**src/rtl/tstdp_pkg.sv**
```systemverilog
// tstdp_pkg: widths, register indexes, reset values and arithmetic helpers
// for the triplet stdp weight update block; no dependencies
package tstdp_pkg;

  // configurable datapath widths
  localparam int TRACE_W = 24;
  localparam int ACC_W   = 48;

  // fixed field widths
  localparam int DECAY_W = 16;
  localparam int AMP_W   = 24;
  localparam int FRAC    = 16;
  localparam int NUM_REGS = 8;
  localparam int IDX_W   = $clog2(NUM_REGS);
  localparam int CFG_W   = AMP_W;

  // shared multiplier shape: a is sized for the facilitation sum, b for a trace
  localparam int F_W    = AMP_W + TRACE_W - FRAC + 1;
  localparam int PROD_W = F_W + TRACE_W;
  localparam int RND_W  = PROD_W - FRAC;
  localparam int SUM_W  = ((ACC_W > RND_W) ? ACC_W : RND_W) + 2;

  // stream packing
  localparam int IN_DATA_W  = 8;
  localparam int OUT_DATA_W = ((ACC_W + 7) / 8) * 8;

  // register indexes
  localparam logic [IDX_W-1:0] REG_DECAY_PRE_FAST  = IDX_W'(0);
  localparam logic [IDX_W-1:0] REG_DECAY_POST_FAST = IDX_W'(1);
  localparam logic [IDX_W-1:0] REG_DECAY_PRE_SLOW  = IDX_W'(2);
  localparam logic [IDX_W-1:0] REG_DECAY_POST_SLOW = IDX_W'(3);
  localparam logic [IDX_W-1:0] REG_AMP_PAIR_PLUS   = IDX_W'(4);
  localparam logic [IDX_W-1:0] REG_AMP_PAIR_MINUS  = IDX_W'(5);
  localparam logic [IDX_W-1:0] REG_AMP_TRIP_PLUS   = IDX_W'(6);
  localparam logic [IDX_W-1:0] REG_AMP_TRIP_MINUS  = IDX_W'(7);

  // register reset values
  localparam logic [DECAY_W-1:0] RST_DECAY_PRE_FAST  = DECAY_W'(61723);
  localparam logic [DECAY_W-1:0] RST_DECAY_POST_FAST = DECAY_W'(63619);
  localparam logic [DECAY_W-1:0] RST_DECAY_PRE_SLOW  = DECAY_W'(64891);
  localparam logic [DECAY_W-1:0] RST_DECAY_POST_SLOW = DECAY_W'(65013);
  localparam logic [AMP_W-1:0]   RST_AMP_PAIR_PLUS   = AMP_W'(839);
  localparam logic [AMP_W-1:0]   RST_AMP_PAIR_MINUS  = AMP_W'(117441);
  localparam logic [AMP_W-1:0]   RST_AMP_TRIP_PLUS   = AMP_W'(104018);
  localparam logic [AMP_W-1:0]   RST_AMP_TRIP_MINUS  = AMP_W'(3859);

  // trace and accumulator limits
  localparam logic [TRACE_W-1:0] TRACE_MAX = {TRACE_W{1'b1}};
  localparam logic [ACC_W-1:0]   ACC_MAX   = {1'b0, {(ACC_W-1){1'b1}}};
  localparam logic [ACC_W-1:0]   ACC_MIN   = ~ACC_MAX;
  localparam logic signed [SUM_W-1:0] SUM_MAX =
    {{(SUM_W-ACC_W+1){1'b0}}, {(ACC_W-1){1'b1}}};
  localparam logic signed [SUM_W-1:0] SUM_MIN = ~SUM_MAX;

  // configuration register set
  typedef struct packed {
    logic [DECAY_W-1:0] decay_pre_fast;
    logic [DECAY_W-1:0] decay_post_fast;
    logic [DECAY_W-1:0] decay_pre_slow;
    logic [DECAY_W-1:0] decay_post_slow;
    logic [AMP_W-1:0]   amp_pair_plus;
    logic [AMP_W-1:0]   amp_pair_minus;
    logic [AMP_W-1:0]   amp_trip_plus;
    logic [AMP_W-1:0]   amp_trip_minus;
  } cfg_regs_t;

  typedef struct packed {
    logic [TRACE_W-1:0] val;
    logic               sat;
  } trace_upd_t;

  typedef struct packed {
    logic [ACC_W-1:0] val;
    logic             sat;
  } acc_upd_t;

  // (p + half lsb) >> FRAC; products stay far below the carry-out point
  function automatic logic [RND_W-1:0] round_shift(input logic [PROD_W-1:0] p);
    logic [PROD_W-1:0] s;
    s = p + PROD_W'(1 << (FRAC - 1));
    return s[PROD_W-1:FRAC];
  endfunction

  // add one spike to a trace, clamping at the trace maximum
  function automatic trace_upd_t trace_bump(input logic [TRACE_W-1:0] t,
                                            input logic spike);
    trace_upd_t r;
    logic [TRACE_W:0] s;
    s = {1'b0, t} + (TRACE_W+1)'(1 << FRAC);
    r.val = t;
    r.sat = 1'b0;
    if (spike) begin
      if (s[TRACE_W]) begin
        r.val = TRACE_MAX;
        r.sat = 1'b1;
      end else begin
        r.val = s[TRACE_W-1:0];
      end
    end
    return r;
  endfunction

  // saturating accumulate of an unsigned magnitude, added or subtracted
  function automatic acc_upd_t acc_apply(input logic [ACC_W-1:0] acc,
                                         input logic [RND_W-1:0] mag,
                                         input logic do_it,
                                         input logic neg);
    acc_upd_t r;
    logic signed [SUM_W-1:0] a_ext;
    logic signed [SUM_W-1:0] d_ext;
    logic signed [SUM_W-1:0] s;
    a_ext = {{(SUM_W-ACC_W){acc[ACC_W-1]}}, acc};
    d_ext = {{(SUM_W-RND_W){1'b0}}, mag};
    s = neg ? (a_ext - d_ext) : (a_ext + d_ext);
    r.val = acc;
    r.sat = 1'b0;
    if (do_it) begin
      if (s > SUM_MAX) begin
        r.val = ACC_MAX;
        r.sat = 1'b1;
      end else if (s < SUM_MIN) begin
        r.val = ACC_MIN;
        r.sat = 1'b1;
      end else begin
        r.val = s[ACC_W-1:0];
      end
    end
    return r;
  endfunction

endpackage

```
**src/rtl/tstdp_cfg.sv**
```systemverilog
// tstdp_cfg: configuration register file written through the plain write port
// depends on tstdp_pkg
module tstdp_cfg (
  input  logic                        clk,
  input  logic                        rst_n,
  input  logic                        cfg_we,
  input  logic [tstdp_pkg::IDX_W-1:0] cfg_index,
  input  logic [tstdp_pkg::CFG_W-1:0] cfg_wdata,
  output tstdp_pkg::cfg_regs_t        regs
);

  tstdp_pkg::cfg_regs_t regs_r;
  tstdp_pkg::cfg_regs_t regs_nxt;

  // decode the write, keeping only each register's low bits
  always_comb begin
    regs_nxt = regs_r;
    if (cfg_we) begin
      case (cfg_index)
        tstdp_pkg::REG_DECAY_PRE_FAST:
          regs_nxt.decay_pre_fast = cfg_wdata[tstdp_pkg::DECAY_W-1:0];
        tstdp_pkg::REG_DECAY_POST_FAST:
          regs_nxt.decay_post_fast = cfg_wdata[tstdp_pkg::DECAY_W-1:0];
        tstdp_pkg::REG_DECAY_PRE_SLOW:
          regs_nxt.decay_pre_slow = cfg_wdata[tstdp_pkg::DECAY_W-1:0];
        tstdp_pkg::REG_DECAY_POST_SLOW:
          regs_nxt.decay_post_slow = cfg_wdata[tstdp_pkg::DECAY_W-1:0];
        tstdp_pkg::REG_AMP_PAIR_PLUS:
          regs_nxt.amp_pair_plus = cfg_wdata[tstdp_pkg::AMP_W-1:0];
        tstdp_pkg::REG_AMP_PAIR_MINUS:
          regs_nxt.amp_pair_minus = cfg_wdata[tstdp_pkg::AMP_W-1:0];
        tstdp_pkg::REG_AMP_TRIP_PLUS:
          regs_nxt.amp_trip_plus = cfg_wdata[tstdp_pkg::AMP_W-1:0];
        tstdp_pkg::REG_AMP_TRIP_MINUS:
          regs_nxt.amp_trip_minus = cfg_wdata[tstdp_pkg::AMP_W-1:0];
        default: regs_nxt = regs_r;
      endcase
    end
  end

  // register storage
  always_ff @(posedge clk) begin
    if (!rst_n) begin
      regs_r.decay_pre_fast  <= tstdp_pkg::RST_DECAY_PRE_FAST;
      regs_r.decay_post_fast <= tstdp_pkg::RST_DECAY_POST_FAST;
      regs_r.decay_pre_slow  <= tstdp_pkg::RST_DECAY_PRE_SLOW;
      regs_r.decay_post_slow <= tstdp_pkg::RST_DECAY_POST_SLOW;
      regs_r.amp_pair_plus   <= tstdp_pkg::RST_AMP_PAIR_PLUS;
      regs_r.amp_pair_minus  <= tstdp_pkg::RST_AMP_PAIR_MINUS;
      regs_r.amp_trip_plus   <= tstdp_pkg::RST_AMP_TRIP_PLUS;
      regs_r.amp_trip_minus  <= tstdp_pkg::RST_AMP_TRIP_MINUS;
    end else begin
      regs_r <= regs_nxt;
    end
  end

  assign regs = regs_r;

endmodule

```
**src/rtl/tstdp_mul.sv**
```systemverilog
// tstdp_mul: shared unsigned multiplier with a registered product
// depends on tstdp_pkg
module tstdp_mul (
  input  logic                         clk,
  input  logic [tstdp_pkg::F_W-1:0]    op_a,
  input  logic [tstdp_pkg::TRACE_W-1:0] op_b,
  output logic [tstdp_pkg::PROD_W-1:0] prod
);

  logic [tstdp_pkg::PROD_W-1:0] prod_r;

  // one product per cycle, result available the cycle after
  always_ff @(posedge clk) begin
    prod_r <= tstdp_pkg::PROD_W'(op_a) * tstdp_pkg::PROD_W'(op_b);
  end

  assign prod = prod_r;

endmodule

```
**src/rtl/triplet_stdp_weight_update.sv**
```systemverilog
// triplet_stdp_weight_update: top level, tick sequencer and trace datapath
// depends on tstdp_pkg, tstdp_cfg, tstdp_mul
//
// One tick item enters per accept, and the block then runs nine sequencer
// steps through one shared multiplier (product registered): four trace
// decays, the two triplet products and the two pair products, with the
// rounded product of each step written back while the next one is formed.
// The next item is accepted only once the sequencer is idle again, after
// the final step, which waits until the output register is taken.
// The result register holds the accumulated weight change and the sticky
// saturation flag as they stand after the tick; a new tick is accepted while
// that result still waits. Configuration writes are taken at any time but
// should only be issued while no tick is in flight.
module triplet_stdp_weight_update (
  input  logic                             clk,
  input  logic                             rst_n,
  // configuration write port
  input  logic                             cfg_we,
  input  logic [tstdp_pkg::IDX_W-1:0]      cfg_index,
  input  logic [tstdp_pkg::CFG_W-1:0]      cfg_wdata,
  // tick items
  input  logic                             in_tvalid,
  output logic                             in_tready,
  input  logic [tstdp_pkg::IN_DATA_W-1:0]  in_tdata,   // pre_spike, post_spike, count_enable
  // result items
  output logic                             out_tvalid,
  input  logic                             out_tready,
  output logic [tstdp_pkg::OUT_DATA_W-1:0] out_tdata,  // weight_total
  output logic                             out_tuser   // saturated
);

  localparam int TW = tstdp_pkg::TRACE_W;
  localparam int AW = tstdp_pkg::ACC_W;
  localparam int FW = tstdp_pkg::F_W;

  typedef enum logic [3:0] {
    S_IDLE, S_M0, S_M1, S_M2, S_M3, S_M4, S_M5, S_M6, S_M7, S_M8
  } state_t;

  tstdp_pkg::cfg_regs_t          regs;
  logic [FW-1:0]                 op_a;
  logic [TW-1:0]                 op_b;
  logic [tstdp_pkg::PROD_W-1:0]  prod;
  logic [tstdp_pkg::RND_W-1:0]   rnd;
  tstdp_pkg::trace_upd_t         bump_a;
  tstdp_pkg::trace_upd_t         bump_b;
  tstdp_pkg::acc_upd_t           acc_upd;
  logic                          out_free;

  state_t        state_r, state_nxt;
  logic          pre_r, pre_nxt;
  logic          post_r, post_nxt;
  logic          en_r, en_nxt;
  logic [TW-1:0] tpf_r, tpf_nxt;   // pre fast trace
  logic [TW-1:0] tqf_r, tqf_nxt;   // post fast trace
  logic [TW-1:0] tps_r, tps_nxt;   // pre slow trace
  logic [TW-1:0] tqs_r, tqs_nxt;   // post slow trace
  logic [FW-1:0] f_r, f_nxt;       // facilitation sum
  logic [AW-1:0] acc_r, acc_nxt;
  logic          sat_r, sat_nxt;
  logic          out_valid_r, out_valid_nxt;
  logic [AW-1:0] out_data_r, out_data_nxt;
  logic          out_sat_r, out_sat_nxt;

  tstdp_cfg u_cfg (
    .clk       (clk),
    .rst_n     (rst_n),
    .cfg_we    (cfg_we),
    .cfg_index (cfg_index),
    .cfg_wdata (cfg_wdata),
    .regs      (regs)
  );

  tstdp_mul u_mul (
    .clk  (clk),
    .op_a (op_a),
    .op_b (op_b),
    .prod (prod)
  );

  assign rnd       = tstdp_pkg::round_shift(prod);
  assign out_free  = !out_valid_r || out_tready;
  assign in_tready = (state_r == S_IDLE);

  // multiplier operand selection per step
  always_comb begin
    op_a = '0;
    op_b = '0;
    case (state_r)
      S_M0: begin
        op_a = FW'(tpf_r);
        op_b = TW'(regs.decay_pre_fast);
      end
      S_M1: begin
        op_a = FW'(tqf_r);
        op_b = TW'(regs.decay_post_fast);
      end
      S_M2: begin
        op_a = FW'(tps_r);
        op_b = TW'(regs.decay_pre_slow);
      end
      S_M3: begin
        op_a = FW'(tqs_r);
        op_b = TW'(regs.decay_post_slow);
      end
      S_M4: begin
        op_a = FW'(regs.amp_trip_minus);
        op_b = tps_r;
      end
      S_M5: begin
        op_a = FW'(regs.amp_trip_plus);
        op_b = tqs_r;
      end
      S_M6: begin
        op_a = f_r;
        op_b = tqf_r;
      end
      // potentiation product, held while the last step waits
      S_M7, S_M8: begin
        op_a = f_r;
        op_b = tpf_r;
      end
      default: begin
        op_a = '0;
        op_b = '0;
      end
    endcase
  end

  // spike bumps and accumulator update, chosen per step
  always_comb begin
    bump_a  = tstdp_pkg::trace_bump(rnd[TW-1:0], 1'b0);
    bump_b  = tstdp_pkg::trace_bump(tqs_r, 1'b0);
    acc_upd = tstdp_pkg::acc_apply(acc_r, rnd, 1'b0, 1'b0);
    case (state_r)
      S_M1: bump_a = tstdp_pkg::trace_bump(rnd[TW-1:0], pre_r);
      S_M2: bump_a = tstdp_pkg::trace_bump(rnd[TW-1:0], post_r);
      S_M7: acc_upd = tstdp_pkg::acc_apply(acc_r, rnd, en_r && pre_r, 1'b1);
      S_M8: begin
        bump_a  = tstdp_pkg::trace_bump(tps_r, pre_r);
        bump_b  = tstdp_pkg::trace_bump(tqs_r, post_r);
        acc_upd = tstdp_pkg::acc_apply(acc_r, rnd, en_r && post_r, 1'b0);
      end
      default: begin
        bump_a  = tstdp_pkg::trace_bump(rnd[TW-1:0], 1'b0);
        bump_b  = tstdp_pkg::trace_bump(tqs_r, 1'b0);
        acc_upd = tstdp_pkg::acc_apply(acc_r, rnd, 1'b0, 1'b0);
      end
    endcase
  end

  // tick sequencer
  always_comb begin
    state_nxt     = state_r;
    pre_nxt       = pre_r;
    post_nxt      = post_r;
    en_nxt        = en_r;
    tpf_nxt       = tpf_r;
    tqf_nxt       = tqf_r;
    tps_nxt       = tps_r;
    tqs_nxt       = tqs_r;
    f_nxt         = f_r;
    acc_nxt       = acc_r;
    sat_nxt       = sat_r;
    out_valid_nxt = out_valid_r && !out_tready;
    out_data_nxt  = out_data_r;
    out_sat_nxt   = out_sat_r;
    case (state_r)
      S_IDLE: begin
        if (in_tvalid) begin
          pre_nxt   = in_tdata[0];
          post_nxt  = in_tdata[1];
          en_nxt    = in_tdata[2];
          state_nxt = S_M0;
        end
      end
      S_M0: state_nxt = S_M1;
      S_M1: begin
        tpf_nxt   = bump_a.val;
        sat_nxt   = sat_r | bump_a.sat;
        state_nxt = S_M2;
      end
      S_M2: begin
        tqf_nxt   = bump_a.val;
        sat_nxt   = sat_r | bump_a.sat;
        state_nxt = S_M3;
      end
      S_M3: begin
        tps_nxt   = rnd[TW-1:0];
        state_nxt = S_M4;
      end
      S_M4: begin
        tqs_nxt   = rnd[TW-1:0];
        state_nxt = S_M5;
      end
      S_M5: begin
        f_nxt     = FW'(regs.amp_pair_minus) + rnd[FW-1:0];
        state_nxt = S_M6;
      end
      S_M6: begin
        f_nxt     = FW'(regs.amp_pair_plus) + rnd[FW-1:0];
        state_nxt = S_M7;
      end
      S_M7: begin
        acc_nxt   = acc_upd.val;
        sat_nxt   = sat_r | acc_upd.sat;
        state_nxt = S_M8;
      end
      S_M8: begin
        // the last step waits here until the result register is free
        if (out_free) begin
          acc_nxt       = acc_upd.val;
          tps_nxt       = bump_a.val;
          tqs_nxt       = bump_b.val;
          sat_nxt       = sat_r | acc_upd.sat | bump_a.sat | bump_b.sat;
          out_valid_nxt = 1'b1;
          out_data_nxt  = acc_upd.val;
          out_sat_nxt   = sat_r | acc_upd.sat | bump_a.sat | bump_b.sat;
          state_nxt     = S_IDLE;
        end
      end
      default: state_nxt = S_IDLE;
    endcase
  end

  // state and registered outputs
  always_ff @(posedge clk) begin
    if (!rst_n) begin
      state_r     <= S_IDLE;
      tpf_r       <= '0;
      tqf_r       <= '0;
      tps_r       <= '0;
      tqs_r       <= '0;
      acc_r       <= '0;
      sat_r       <= 1'b0;
      out_valid_r <= 1'b0;
    end else begin
      state_r     <= state_nxt;
      tpf_r       <= tpf_nxt;
      tqf_r       <= tqf_nxt;
      tps_r       <= tps_nxt;
      tqs_r       <= tqs_nxt;
      acc_r       <= acc_nxt;
      sat_r       <= sat_nxt;
      out_valid_r <= out_valid_nxt;
    end
    pre_r      <= pre_nxt;
    post_r     <= post_nxt;
    en_r       <= en_nxt;
    f_r        <= f_nxt;
    out_data_r <= out_data_nxt;
    out_sat_r  <= out_sat_nxt;
  end

  assign out_tvalid = out_valid_r;
  assign out_tdata  = tstdp_pkg::OUT_DATA_W'(out_data_r);
  assign out_tuser  = out_sat_r;

endmodule
```
**config.mk**
```make
export PLATFORM = sky130hd
export DESIGN_NAME = triplet_stdp_weight_update
export DESIGN_NICKNAME = d
export VERILOG_FILES = /design/src/rtl/tstdp_pkg.sv /design/src/rtl/tstdp_cfg.sv /design/src/rtl/tstdp_mul.sv /design/src/rtl/triplet_stdp_weight_update.sv
export SDC_FILE = /design/constraint.sdc
export NUM_CORES = 2
export LEC_CHECK = 0
export CAP_MARGIN = 30
export CELL_PAD_IN_SITES_DETAIL_PLACEMENT = 1
export CELL_PAD_IN_SITES_GLOBAL_PLACEMENT = 1
export CORE_MARGIN = 3
export CORE_UTILIZATION = 25
export DETAILED_ROUTE_END_ITERATION = 7
export DONT_BUFFER_PORTS = 1
export PLACE_DENSITY = 0.53
export SETUP_SLACK_MARGIN = 0.15
export SYNTH_ARGS = -nofsm -noshare
export SYNTH_HDL_FRONTEND = slang
export SYNTH_SLANG_ARGS = --single-unit
```
**constraint.sdc**
```tcl
create_clock -name clk -period 9.2 [get_ports clk]
set_input_delay 1.84 -clock clk [delete_from_list [all_inputs] [get_ports clk]]
set_output_delay 1.84 -clock clk [all_outputs]
set_load 0.03 [all_outputs]
```
==> impl_metrics.csv <==
group,metric,value,unit
synthesis,yosys-mux-area-fraction,0.00811,
floorplanning,io_pins,91,
synthesis,syn-instance-count,6265,
finish,seq_area,9610,sq um
clock_tree,path_clk_slew,0.06,ns
route,vias_per_cell,5.02,
synthesis,post-synth-top-area-cell,"fa_1",
clock_tree,cts_tree,"done",
sta,fmax,114,MHz
sta,maxSlewHeadroom,0.209,
run_status,outcome,"finished, final reports clean",
sta,final_hold_viol_count,0,
clock_tree,ctsRootBufferMaster,"clkbuf_16",
synthesis,synth_top_cells_by_count,"1116 x nand2_1, 932 x inv_1, 682 x fa_1",
sta,fin_crit_sh,0.953,
place,place_hpwl,177,mm
sta,slew_violations,0,
place,routabilityCongestion,0.896,
clock_tree,cts_buffers,55,
synthesis,synth_top_family_by_area,"adder cells",
route,initialDrtViolationCount,3312,
critical_path,cpLargestDelayFamily,"adder cells",
synthesis,synth_most_common_cell,"nand2_1",
critical_path,startpoint_type,"flop",
grt,grt-ovfl-total,0,
clock_tree,h-tree-depth,2,
synthesis,synthArstFlopShare,0,
critical_path,worstPathRequired,9.74,ns
pwr,leakagePower,0.0269,uW
route,route.detailed.drc,0,
critical_path,arrival,9.31,ns
route,dr.pass1.iters,7,
critical_path,r2r_end,"u_mul.prod[54]",
critical_path,path_common_cell,"fa_1",
critical_path,reg2reg_slack,0.43,ns
synthesis,synth_fp_nets,7276,
sta,finalClockSkew,0.0264,ns
clock_tree,clkLatencyLatePin,0.68,ns
finish,nFillCells,24100,
synthesis,syn_area,50900,sq um
critical_path,crit_path_start,"state_r[3]",
critical_path,worstSetupEndpoint,"u_mul.prod[54]",
synthesis,synth-simple-area-share,0.186,
floorplanning,die_h,457,microns
sta,rsz0062_at_grt,"no",
job,cap_violations,0,
synthesis,synth-compound-area-share,0.146,
clock_tree,clockBufferDepth,3,
finish,finalCoreUtilization,0.295,
critical_path,cp_num_buf_inv,16,
floorplanning,start_util,0.252,
grt,grt_max_degree,153,
synthesis,syn_avg_cell_area,8.13,sq um
synthesis,yosysTopAreaCellShare,0.268,
critical_path,endpoint_kind,"flop",
sta,period_needed,8.77,ns
floorplanning,core_area,202000,sq um
sta,finalSetupViolCount,0,
finish,area_growth,17.1,%
synthesis,ys_warn_count,0,
critical_path,critPathSlowestCell,"fa_1",
critical_path,path_class,"reg -> reg",
place,numPortBuffers,0,
floorplanning,fp-row-count,165,
pwr,vdd_ir_drop_max,0.141,mV
floorplanning,die_area,209000,sq um
route,post_drt_wl_per_cell,24.2,microns
critical_path,rr_startpoint,"state_r[3]",
grt,grtUsageTotal,0.207,
critical_path,slowest_delay,0.61,ns
worst_hold_path,min_path_type,"reg -> reg",
synthesis,synthTopCellsByArea,"fa_1 27%, dfxtp_1 14%, nand2_1 8.2%",
route,vias,45869,
synthesis,synth_xor_area_frac,0.0333,
synthesis,seq_area_frac_synth,0.188,
grt,antenna_found_initial,5,
route,wl,221,mm
grt,grt_pass1_wl,327,mm
synthesis,synth-main-ff-cell,"dfxtp_1",
clock_tree,hold_buffers,0,
finish,nNetsFinal,7426,
floorplanning,die_w,457,microns
finish,drive_gt1_frac,0.112,
critical_path,crit_path_max_fanout,8,
pwr,p_per_area,121,nW/um^2
grt,grt_pass1_vias,48420,
synthesis,ys_ff_latch,437,
sta,tightestPinTransition,1.19,ns
synthesis,yosys.cell_types.count,100,
finish,multi_input_area,36800,sq um
synthesis,yosys.area_share.adder,0.340,
clock_tree,clkSinkCount,437,
synthesis,synth_edf_count,85,
route,ant_nets,0,
critical_path,r2r_cells,37,
critical_path,path_depth,37,
sta,hold_ws,0.452,ns
[logic make-up (layout without fill, tap and decap cells)]
family,Yosys count,in the layout
mux,38,38
buf+inv,1307,1503
flops,437,437
compound gates,1139,1139
other cells,0,2
simple gates,2175,2176
xor+xnor,193,193
fa+ha+maj,976,976
[through the flow]
stage | TNS, ns | setup slack, ns | instances | total power (uW) | area, sq um
floorplan | 0 | 0.355 | 6265 | 3550 | 50900
global placement | -0.0295 | -0.0295 | 8982 | 4750 | 56700
detailed placement | -0.0980 | -0.0833 | 8990 | 4760 | 56800
CTS | 0 | 0.109 | 9097 | 7180 | 58800
global route | 0 | 0.0647 | 9134 | 7510 | 59600
finish | 0 | 0.430 | 9136 | 7200 | 59600
[tightest hold or removal path, cell delays in order (launching register included)]
cell and delay [ns]:
dfxtp_1 0.30, nand2_1 0.05, a21oi_1 0.05
[layout by cell type (no fill, tap or decap), types with 13 or more instances in the layout]
master and n:
buf_4 374, or3_1 16, nor2_1 524, o211a_1 16
o221a_2 13, nand2b_1 20, nor3_1 56, nand2_1 1109
edfxtp_1 85, fa_1 675, o21ai_0 204, nand3_1 131
o211ai_1 21, o21bai_1 33, inv_1 927, a21o_1 56
xnor2_1 125, nor2b_1 28, and2_1 54, and4_1 13
nand4_1 70, a222oi_1 22, clkbuf_16 59, mux2_2 26
a31oi_1 48, and3_1 34, dfxtp_1 348, a211oi_1 89
a22oi_1 100, nor4_1 16, buf_6 15, buf_12 51
o21a_1 17, xor2_1 67, a21oi_1 340, a21boi_0 13
ha_1 285, o31ai_1 21, clkinv_1 13
[final cells by class]
type | instances | share of cell area
Multi-Input combinational cell | 4522 | 0.617
Sequential cell | 437 | 0.161
Timing Repair Buffer | 460 | 0.0736
Inverter | 939 | 0.0592
Tap cell | 2672 | 0.0561
Clock buffer | 70 | 0.0249
Clock inverter | 34 | 0.00787
Antenna cell | 2 | 0.0000839
[worst min-delay path by stage]
stage	from	end	slack (ns)	depth (start not counted)
floorplan	u_cfg.regs[75]	u_cfg.regs[75]	0.43	2
global placement	u_cfg.regs[82]	u_cfg.regs[82]	0.44	2
detailed placement	u_cfg.regs[88]	u_cfg.regs[88]	0.45	2
CTS	u_cfg.regs[88]	u_cfg.regs[88]	0.45	2
global route	u_cfg.regs[24]	u_cfg.regs[24]	0.47	2
finish	u_cfg.regs[88]	u_cfg.regs[88]	0.45	2
[layer usage]
| layer | global-route usage | part of all wire | up-vias |
|---|---|---|---|
| li1 | - | - | 20632 |
| met1 | 0.288 | 0.46 | 23931 |
| met2 | 0.341 | 0.46 | 1107 |
| met3 | 0.0234 | 0.050 | 199 |
| met4 | 0.0538 | 0.029 | 0 |
| met5 | 0 | 0 | - |
[state kept, by name, summed over array words and instances, names as in the netlist, 4 cells and up]
register and cells:
f_r 33, tqf_r 24, tpf_r 24, u_mul.prod 42, tqs_r 24, out_tdata 48, u_cfg.regs 160, acc_r 48
state_r 4, tps_r 24
[power by group]
| part | switching (uW) | total (uW) | internal [uW] |
|---|---|---|---|
| Clock | 977 | 2380 | 1400 |
| Combinational | 1820 | 2740 | 921 |
| Sequential | 62.3 | 2080 | 2020 |
[timing repair]
item	in CTS	in global routing
buffers inserted	2	32
endpoints found under the setup margin	15	22
pin swaps	4	49
cloned	1	4
gates resized for setup	12	111
Power figures use the tool's default switching activity.
